### src/rtl/ptt_pkg.sv
// Package for the periodic task timer and thread picker.
// Holds the command codes, field widths and the control struct for the thread cells.
// No dependencies.
`default_nettype none

package ptt_pkg;

    localparam int SLOTS_DEF    = 4;
    localparam int THREADS_DEF  = 3;
    localparam int CMD_W        = 2;
    localparam int SLEEP_W      = 32;
    localparam int PERIOD_W     = 16;
    localparam int MASK_W       = 4;
    localparam int THREAD_OUT_W = 2;
    localparam int CFG_REGS     = 4;
    localparam int CFG_IDX_W    = 2;
    localparam int S_TDATA_W    = 32;
    localparam int M_TDATA_W    = 8;

    typedef enum logic [CMD_W-1:0] {
        CMD_TICK   = 2'd0,
        CMD_SLEEP  = 2'd1,
        CMD_SWITCH = 2'd2,
        CMD_NONE   = 2'd3
    } cmd_t;

    typedef struct packed {
        logic               tick;
        logic               pass;
        logic [SLEEP_W-1:0] sleep_val;
    } thr_ctl_t;

endpackage

`default_nettype wire

### src/rtl/ptt_slot_cell.sv
// One periodic slot: period register and elapsed counter, fires on tick.
// Depends on ptt_pkg.
`default_nettype none

module ptt_slot_cell (
    input  wire logic                         aclk,
    input  wire logic                         aresetn,
    input  wire logic                         tick,
    input  wire logic                         wr_en,
    input  wire logic [ptt_pkg::PERIOD_W-1:0] wr_data,
    output logic                              fire
);
    import ptt_pkg::*;

    logic [PERIOD_W-1:0] period_reg, period_next;
    logic [PERIOD_W-1:0] elapsed_reg, elapsed_next;
    logic                enabled;

    assign enabled = (period_reg != '0);
    assign fire    = tick && enabled && (elapsed_reg >= period_reg - 1'b1);

    always_comb begin
        period_next  = period_reg;
        elapsed_next = elapsed_reg;
        if (wr_en) begin
            period_next  = wr_data;
            elapsed_next = '0;
        end else if (tick) begin
            if (!enabled || fire) begin
                elapsed_next = '0;
            end else begin
                elapsed_next = elapsed_reg + 1'b1;
            end
        end
    end

    always_ff @(posedge aclk) begin
        if (!aresetn) begin
            period_reg  <= '0;
            elapsed_reg <= '0;
        end else begin
            period_reg  <= period_next;
            elapsed_reg <= elapsed_next;
        end
    end

endmodule

`default_nettype wire

### src/rtl/ptt_thread_cell.sv
// One thread of the ring: sleep counter and a search token handed to the next cell.
// Depends on ptt_pkg.
`default_nettype none

module ptt_thread_cell (
    input  wire logic              aclk,
    input  wire logic              aresetn,
    input  wire ptt_pkg::thr_ctl_t ctl,
    input  wire logic              load,
    input  wire logic              tok_in,
    output logic                   tok_out,
    output logic                   claim
);
    import ptt_pkg::*;

    logic [SLEEP_W-1:0] sleep_reg, sleep_next;
    logic               tok_reg;
    logic               awake;

    assign awake   = (sleep_reg == '0);
    assign claim   = tok_reg && awake;
    // token moves on only past a sleeping thread
    assign tok_out = tok_reg && !awake && ctl.pass;

    always_comb begin
        sleep_next = sleep_reg;
        if (load) begin
            sleep_next = ctl.sleep_val;
        end else if (ctl.tick && !awake) begin
            sleep_next = sleep_reg - 1'b1;
        end
    end

    always_ff @(posedge aclk) begin
        if (!aresetn) begin
            sleep_reg <= '0;
            tok_reg   <= 1'b0;
        end else begin
            sleep_reg <= sleep_next;
            tok_reg   <= tok_in;
        end
    end

endmodule

`default_nettype wire

### src/rtl/periodic_task_timer_and_thread_picker.sv
// Top level: periodic slot timers and round-robin thread picker.
// Depends on ptt_pkg, ptt_slot_cell, ptt_thread_cell.
//
// Usage:
//   Input items: s_tuser carries the command (tick, sleep, switch), s_tdata the
//   sleep length in ticks. Each accepted item gives exactly one result item on
//   the m_ channel with the fired slot mask, the running thread and the
//   all-asleep flag.
//   Tick, sleep and the unused code finish in the accept cycle: the result is
//   valid in the cycle after acceptance, and a new item can be taken every
//   cycle while the output is free. Switch hands a search token around the
//   ring of thread cells, one cell per cycle, starting after the running
//   thread; s_tready stays low until the result is loaded.
//   Period registers are written through cfg_we/cfg_idx/cfg_data; a write
//   restarts that slot. Write them only while the block is idle.
//   Reset (aresetn low, synchronous) clears periods, counters and the output
//   register and selects thread 0.
//   When the receiver stalls, the result holds in the output register and no
//   new item is accepted until it is taken.
`default_nettype none

module periodic_task_timer_and_thread_picker #(
    parameter int PERIODIC_SLOTS = ptt_pkg::SLOTS_DEF,
    parameter int THREADS        = ptt_pkg::THREADS_DEF
) (
    input  wire logic                          aclk,
    input  wire logic                          aresetn,
    input  wire logic                          s_tvalid,
    output logic                               s_tready,
    // [31:0] sleep_ticks
    input  wire logic [ptt_pkg::S_TDATA_W-1:0] s_tdata,
    // [1:0] command
    input  wire logic [ptt_pkg::CMD_W-1:0]     s_tuser,
    output logic                               m_tvalid,
    input  wire logic                          m_tready,
    // [3:0] fired_mask, [5:4] current_thread, [6] all_asleep, [7] zero
    output logic [ptt_pkg::M_TDATA_W-1:0]      m_tdata,
    input  wire logic                          cfg_we,
    input  wire logic [ptt_pkg::CFG_IDX_W-1:0] cfg_idx,
    input  wire logic [ptt_pkg::PERIOD_W-1:0]  cfg_data
);
    import ptt_pkg::*;

    localparam int TW = (THREADS > 1) ? $clog2(THREADS) : 1;
    localparam int MS = (PERIODIC_SLOTS < MASK_W) ? PERIODIC_SLOTS : MASK_W;

    typedef enum logic [1:0] {
        ST_IDLE,
        ST_SEARCH,
        ST_DONE
    } state_t;

    state_t                  state_reg, state_next;
    logic [TW-1:0]           run_reg, run_next;
    logic [TW-1:0]           step_reg, step_next;
    logic                    asleep_reg, asleep_next;
    logic                    m_valid_reg, m_valid_next;
    logic [MASK_W-1:0]       m_fired_reg, m_fired_next;
    logic [THREAD_OUT_W-1:0] m_thread_reg, m_thread_next;
    logic                    m_asleep_reg, m_asleep_next;

    cmd_t                    cmd;
    logic                    accept;
    logic                    out_free;
    logic [TW-1:0]           next_thr;
    logic [TW-1:0]           claim_idx;
    logic [PERIODIC_SLOTS-1:0] fire;
    logic [MASK_W-1:0]       fire_mask;
    logic [THREADS-1:0]      tok_out;
    logic [THREADS-1:0]      claim;
    thr_ctl_t                thr_ctl;

    assign cmd      = cmd_t'(s_tuser);
    assign out_free = !m_valid_reg || m_tready;
    assign s_tready = (state_reg == ST_IDLE) && out_free;
    assign accept   = s_tvalid && s_tready;
    assign next_thr = (run_reg == TW'(THREADS - 1)) ? '0 : run_reg + 1'b1;

    assign thr_ctl.tick      = accept && (cmd == CMD_TICK);
    assign thr_ctl.pass      = (state_reg == ST_SEARCH) && (step_reg != TW'(THREADS - 1));
    assign thr_ctl.sleep_val = s_tdata;

    genvar gs;
    generate
        for (gs = 0; gs < PERIODIC_SLOTS; gs++) begin : g_slot
            ptt_slot_cell u_slot (
                .aclk    (aclk),
                .aresetn (aresetn),
                .tick    (thr_ctl.tick),
                .wr_en   (cfg_we && (gs < CFG_REGS) && (cfg_idx == CFG_IDX_W'(gs))),
                .wr_data (cfg_data),
                .fire    (fire[gs])
            );
        end
    endgenerate

    always_comb begin
        fire_mask = '0;
        for (int i = 0; i < MS; i++) begin
            fire_mask[i] = fire[i];
        end
    end

    genvar gt;
    generate
        for (gt = 0; gt < THREADS; gt++) begin : g_thr
            ptt_thread_cell u_thr (
                .aclk    (aclk),
                .aresetn (aresetn),
                .ctl     (thr_ctl),
                .load    (accept && (cmd == CMD_SLEEP) && (run_reg == TW'(gt))),
                .tok_in  (tok_out[(gt + THREADS - 1) % THREADS] ||
                          (accept && (cmd == CMD_SWITCH) && (next_thr == TW'(gt)))),
                .tok_out (tok_out[gt]),
                .claim   (claim[gt])
            );
        end
    endgenerate

    always_comb begin
        claim_idx = '0;
        for (int i = 0; i < THREADS; i++) begin
            if (claim[i]) begin
                claim_idx = claim_idx | TW'(i);
            end
        end
    end

    always_comb begin
        state_next    = state_reg;
        run_next      = run_reg;
        step_next     = step_reg;
        asleep_next   = asleep_reg;
        m_valid_next  = m_valid_reg && !m_tready;
        m_fired_next  = m_fired_reg;
        m_thread_next = m_thread_reg;
        m_asleep_next = m_asleep_reg;
        unique case (state_reg)
            ST_IDLE: begin
                if (accept) begin
                    if (cmd == CMD_SWITCH) begin
                        state_next = ST_SEARCH;
                        step_next  = '0;
                    end else begin
                        m_valid_next  = 1'b1;
                        m_fired_next  = (cmd == CMD_TICK) ? fire_mask : '0;
                        m_thread_next = THREAD_OUT_W'(run_reg);
                        m_asleep_next = 1'b0;
                    end
                end
            end
            ST_SEARCH: begin
                if (|claim) begin
                    run_next    = claim_idx;
                    asleep_next = 1'b0;
                    state_next  = ST_DONE;
                end else if (step_reg == TW'(THREADS - 1)) begin
                    asleep_next = 1'b1;
                    state_next  = ST_DONE;
                end else begin
                    step_next = step_reg + 1'b1;
                end
            end
            ST_DONE: begin
                if (out_free) begin
                    m_valid_next  = 1'b1;
                    m_fired_next  = '0;
                    m_thread_next = THREAD_OUT_W'(run_reg);
                    m_asleep_next = asleep_reg;
                    state_next    = ST_IDLE;
                end
            end
            default: state_next = ST_IDLE;
        endcase
    end

    always_ff @(posedge aclk) begin
        if (!aresetn) begin
            state_reg    <= ST_IDLE;
            run_reg      <= '0;
            step_reg     <= '0;
            asleep_reg   <= 1'b0;
            m_valid_reg  <= 1'b0;
            m_fired_reg  <= '0;
            m_thread_reg <= '0;
            m_asleep_reg <= 1'b0;
        end else begin
            state_reg    <= state_next;
            run_reg      <= run_next;
            step_reg     <= step_next;
            asleep_reg   <= asleep_next;
            m_valid_reg  <= m_valid_next;
            m_fired_reg  <= m_fired_next;
            m_thread_reg <= m_thread_next;
            m_asleep_reg <= m_asleep_next;
        end
    end

    assign m_tvalid = m_valid_reg;
    assign m_tdata  = {1'b0, m_asleep_reg, m_thread_reg, m_fired_reg};

endmodule

`default_nettype wire

### config.mk
export PLATFORM = sky130hd
export DESIGN_NAME = periodic_task_timer_and_thread_picker
export DESIGN_NICKNAME = d
export VERILOG_FILES = /design/src/rtl/ptt_pkg.sv /design/src/rtl/ptt_slot_cell.sv /design/src/rtl/ptt_thread_cell.sv /design/src/rtl/periodic_task_timer_and_thread_picker.sv
export SDC_FILE = /design/constraint.sdc
export NUM_CORES = 1
export LEC_CHECK = 0
export ABC_CLOCK_PERIOD_IN_PS = 9060
export BUFFER_PORTS_ARGS = -buffer_cell sky130_fd_sc_hd__buf_2
export CAP_MARGIN = 20
export CORE_UTILIZATION = 35
export CTS_CLUSTER_DIAMETER = 120
export DETAILED_ROUTE_END_ITERATION = 7
export PLACE_DENSITY = 0.5
export SLEW_MARGIN = 20
export SYNTH_ARGS = -nofsm -noshare
export SYNTH_HDL_FRONTEND = slang
export SYNTH_HIERARCHICAL = 1
export SYNTH_SLANG_ARGS = --single-unit
### constraint.sdc
create_clock -name aclk -period 9.06 [get_ports aclk]
set_clock_uncertainty 0.15 [all_clocks]
set_input_delay 2.265 -clock aclk [delete_from_list [all_inputs] [get_ports aclk]]
set_output_delay 2.265 -clock aclk [all_outputs]
set_load 0.01 [all_outputs]
# Yosys cells after proc, flatten, opt, wreduce, memory -nomap -nowiden
# Cells that the tools add are included.
[word_totals] ff_bits=242 elab_cells=185
[op_classes] bitwise=1 eq_ne=20 addsub=13 order_cmp=4 reduce_logical=82 mux=43
[op_table] cell="$mux 32" count=6
[op_table] cell="$logic_not 32->1" count=3
[op_table] cell="$sub 32x1->32 const B" count=3
[op_table] cell="$add 16x1->16 const B" count=4
[op_table] cell="$ge 16x16->1" count=4
[op_table] cell="$mux 16" count=4
[op_table] cell="$reduce_bool 16->1" count=4
[op_table] cell="$sub 16x1->16 const B" count=4
[op_table] cell="$logic_and 1x1->1" count=37
[op_table] cell="$mux 2" count=14
[op_table] cell="$mux 4" count=4
[op_table] cell="$eq 2x2->1 const B" count=7
[op_table] cell="$ne 2x2->1 const B" count=6
[op_table] cell="$reduce_bool 2->1" count=6
[op_table] cell="$eq 2x1->1 const B" count=5
[op_table] cell="$logic_not 2->1" count=5
[op_table] cell="$logic_not 1->1" count=9
[op_table] cell="$mux 1" count=9
[op_table] cell="$logic_or 1x1->1" count=8
[op_table] cell="$pmux 2 s2" count=2
[op_table] cell="$pmux 4 s2" count=1
[op_table] cell="$reduce_and 4->1" count=2
[op_table] cell="$reduce_or 2->1" count=4
[op_table] cell="$pmux 2 s3" count=1
[op_table] cell="8 further kinds" count=11

# Depth between registers and ports, before layout
[depth] word_depth=11 depth_mapped=14 mapped_depth_nobuf=14

# Cells and area by module
# The synthesis kept the hierarchy.
[by_module_without_submodules] module="ptt_thread_cell" n_inst=3 cells_per_inst=268 area_per_inst_um2=2127.0 seq_area_each_um2=660.6
[by_module_without_submodules] module="ptt_slot_cell (g_slot[0].u_slot ...)" n_inst=2 cells_per_inst=220 area_per_inst_um2=2003.2 seq_area_each_um2=640.6
[by_module_without_submodules] module="ptt_slot_cell (g_slot[3].u_slot)" n_inst=1 cells_per_inst=213 area_per_inst_um2=2023.2 seq_area_each_um2=640.6
[by_module_without_submodules] module="ptt_slot_cell (g_slot[1].u_slot)" n_inst=1 cells_per_inst=219 area_per_inst_um2=1956.9 seq_area_each_um2=640.6
[by_module_without_submodules] module="periodic_task_timer_and_thread_picker" n_inst=1 cells_per_inst=91 area_per_inst_um2=818.3 seq_area_each_um2=300.3

# Worst setup path before layout
# OpenSTA, ideal clock, no wires.
[synth_path] path_type="in2reg" startpoint="input port m_tready" endpoint="register g_slot[3].u_slot.elapsed_reg[11]" path_stages=11 t_arrival_ps=5480 path_buffers=2 path_slack_ps=3292 required_ps=8773 cell_sequence="nor2b_4 > or4b_4 > nor3_1 > buf_2 > and3_1 > and3_1 > and4_1 > clkbuf_1 > nand2_1 > xor2_1 > nor3_4"
[synth_lines] element="start: declaration" line_no="periodic_task_timer_and_thread_picker.sv:35" source="input wire logic m_tready,"
[synth_lines] element="end signal: assignment" line_no="ptt_slot_cell.sv:43" source="elapsed_reg <= elapsed_next;"
[synth_lines] element="end: declaration" line_no="ptt_slot_cell.sv:16" source="logic [PERIOD_W-1:0] elapsed_reg, elapsed_next;"

# Worst setup path in the final report
[layout_path] startpoint="input port m_tready" endpoint="output port s_tready"
[layout_between] elab_chain_cells=2
[layout_lines] element="$logic_or 1x1->1" line_no="periodic_task_timer_and_thread_picker.sv:74" source="assign out_free = !m_valid_reg || m_tready;"
[layout_lines] element="$logic_and 1x1->1" line_no="periodic_task_timer_and_thread_picker.sv:75" source="assign s_tready = (state_reg == ST_IDLE) && out_free;"
[layout_lines] element="end: declaration" line_no="periodic_task_timer_and_thread_picker.sv:29" source="output logic s_tready,"
# Every way passes these cells.

==> metrics.txt <==
share of cells above drive strength 1 12.29%; CTS tree done; Largest stage delay, worst path 0.18 ns; R2R setup slack 5.12 ns; reg2reg path depth 12; Post-CTS Hold Fix Bufs 0; mean post-synth cell area 8.594 sq um; sw power between 2 and 2.5 mW; H-Tree Depth 1; Slew Viols, Final 0; Diodes inserted 0; share of the yosys chip area belonging to registers 31.90%; Hold Crit Class register to register; largest net degree at the start of global routing 86; Final Hold Fails 0; drt first pass iters 5; chip height around 210 um; CP max stage cell nor2b_4; outcome complete, no violations; DR WL/cell 18.05 um; Combinational Power Share 53.9%; Yosys reg bits 242; number of global-route vias before repair about 13000; required time worst endpoint 6.65 ns; most used cell, CP buf_2; Setup-failing EPs final 0; arrival time worst endpoint 2.79 ns; I/O Buffers 65; first-pass GRT wire length between 60000 and 70000 um; Max Cap Violations 0; CTS Root Cell clkbuf_16; initial antenna violation count 2; post-route setup TNS 0 ns; worst-margin pin slew around 0.9 ns; predominant post-synthesis flop cell dfxtp_1; Area Growth Syn to Fin 11.46%; Synth cell types 84; min cycle time layout 5.201 ns; antenna violation net count after detailed routing 0; Synth Instances 1767; Leak about 6.4 nW; Worst-Skew Late Latency 0.56 ns; clock-pin slew on the worst setup and hold paths 0.06 ns; # DRC 0; Final nets 1934; Syn Nets between 1500 and 2000; worst-case clock buffer depth 3; mapped cell area 15190 sq um; P_int between 2 and 3 mW; max reg flops 96; FMAX approximately 190 MHz; Routability Congestion 0.8458; clock share of power 21.0%; Sw Share 46.07%; pwr/cell area 320.5 nW/um^2; Via density 5.528; yosys warns 6; dpl cell area around 16000 sq um; total congestion overflow 0; Critical Path, Cell by Cell buf_2, nor2b_4, nor3_1, buf_2; RSZ-0062 raised after global routing false; period utilisation layout between 50% and 60%; Setup Buffers After CTS 0; Reg power frac between 20% and 30%; total routed wirelength 43180 um; overall via count from detail_route ~13000; Worst Path Class, Setup input pin to output pin; hold depth 2; Buffers & Inverters on Critical Path 2; die area 44220 sq um; Worst path top cell family by delay buffers and inverters; Critical R2R Capture m_fired_reg[0]; Resized cells post-CTS 0; Detailed Route Iter0 Violations 759; Critical path origin m_tready; RR Startpoint g_slot[0].u_slot/period_reg[2]; die width 210.3 um; asr flop ratio synth 0%; Top Ports 67; Worst Hold End m_fired_reg[2]; Setup crit start kind input pin; post-layout instance area between 15000 and 20000 sq um; site row count 75; number of synthesized flops with an enable pin 0; Initial Util a little over a third; relative slew slack 39.23%; DP HPWL 31350 um; clk sinks ~240; Critical Path End Type output pin; VDD IR max 291.5 uV; Total GRT Usage between 10% and 20%; Core Area 42320 sq um; crit-path max FO 5; hold path start m_fired_reg[2]; CTS Buf Count 28
==> logic make-up after synthesis <==
kind of cell	share of synthesized area, %
other	0.02469
XOR/XNOR	8.190
adder cells (fa/ha/maj)	6.262
buffers and inverters	3.535
AND/OR/NAND/NOR	30.81
multiplexers	5.009
AO/OA/AOI/OAI	14.27
flip-flops	31.90
==> through the flow <==
stage                     utilization [%]  worst slack (ns)  hold WS (ns)  instances  power (mW)
after floorplan                         -             3.292        0.2847       1767       3.633
after global placement              37.87             3.451        0.2931       2348       4.269
after detailed placement            37.87             3.403        0.2994       2348       4.265
after CTS                           39.99             3.855        0.3128       2392       5.442
after global routing                39.99             3.786        0.3228       2392       5.821
final                               39.99             3.859        0.3097       2392       5.425
==> how the worst max path moves through the flow <==
stage,end,slack (ns),cells after the start
global placement,g_slot[1].u_slot/elapsed_reg[15],3.45,12
global route,g_slot[1].u_slot/elapsed_reg[15],3.79,12
floorplan,g_slot[3].u_slot/elapsed_reg[11],3.29,11
CTS,s_tready,3.86,4
detailed placement,g_slot[1].u_slot/elapsed_reg[15],3.40,12
finish,s_tready,3.86,4
==> layout by cell type, fill, tap and decap left out, drive strengths merged, types with 12 or more instances in the layout <==
master	instances
a211oi	18
mux2i	76
or4	35
nor3b	28
o31a	12
nand2	110
nand2b	27
a21oi	70
and4	13
nand3	53
inv	43
o31ai	15
nand4	57
o21ai	83
or3	28
nor2b	90
xor2	65
o22ai	16
nor3	110
o311a	12
nor4	44
nor2	128
clkbuf	39
dfxtp	242
xnor2	77
a31oi	31
buf	83
and3	26
ha	76
and2	12
==> synth_stat cells (20+ instances only) <==
cell / n / area, sq um
nand2b_1: 25 / 156.4
nor3_1: 94 / 470.5
dfxtp_1: 242 / 4845
nand4_1: 53 / 331.6
inv_1: 43 / 161.4
a31oi_1: 29 / 181.4
nor2_1: 108 / 405.4
xor2_1: 65 / 569.3
or4_1: 32 / 240.2
o21ai_0: 82 / 410.4
nor4_1: 39 / 244.0
mux2i_1: 76 / 760.7
nand3_1: 53 / 265.3
or3_1: 24 / 150.1
nor2b_1: 89 / 556.8
xnor2_1: 77 / 674.4
nand2_1: 110 / 412.9
nor3b_1: 27 / 202.7
clkbuf_1: 52 / 195.2
nor2_2: 20 / 125.1
and3_1: 26 / 162.7
ha_1: 76 / 950.9
a21oi_1: 70 / 350.3
==> power by group through the flow <==
stage / Combinational [mW] / Clock [mW] / Sequential (mW)
after floorplan: 2.30 / 0 / 1.34
after global placement: 2.89 / 0 / 1.38
after detailed placement: 2.89 / 0 / 1.38
after CTS: 2.91 / 1.17 / 1.36
after global routing: 3.22 / 1.21 / 1.39
final: 2.93 / 1.14 / 1.36
==> routing by layer <==
metal  part of all wire [%]  global-route usage, %
met1                     45                  25.27
met2                     47                  33.49
met3                    4.1                  2.592
met4                    3.0                  6.091
met5                      0                      0
==> worst min-delay path, cell delays in order (launching register included) <==
cell and delay, ns:
dfxtp_1 0.31, nand2_1 0.05, mux2i_1 0.05
==> area by class of cell <==
cell class | count | area [sq um]
fillers | 4324 | 25400
multi-input cells | 1403 | 9837
flip-flops and latches | 242 | 4845
clock buffers | 39 | 823.3
well taps | 577 | 721.9
repair buffers | 83 | 462.9
inverters | 43 | 161.4
clock inverters | 5 | 75.07
(Power assumes the default switching activity.)
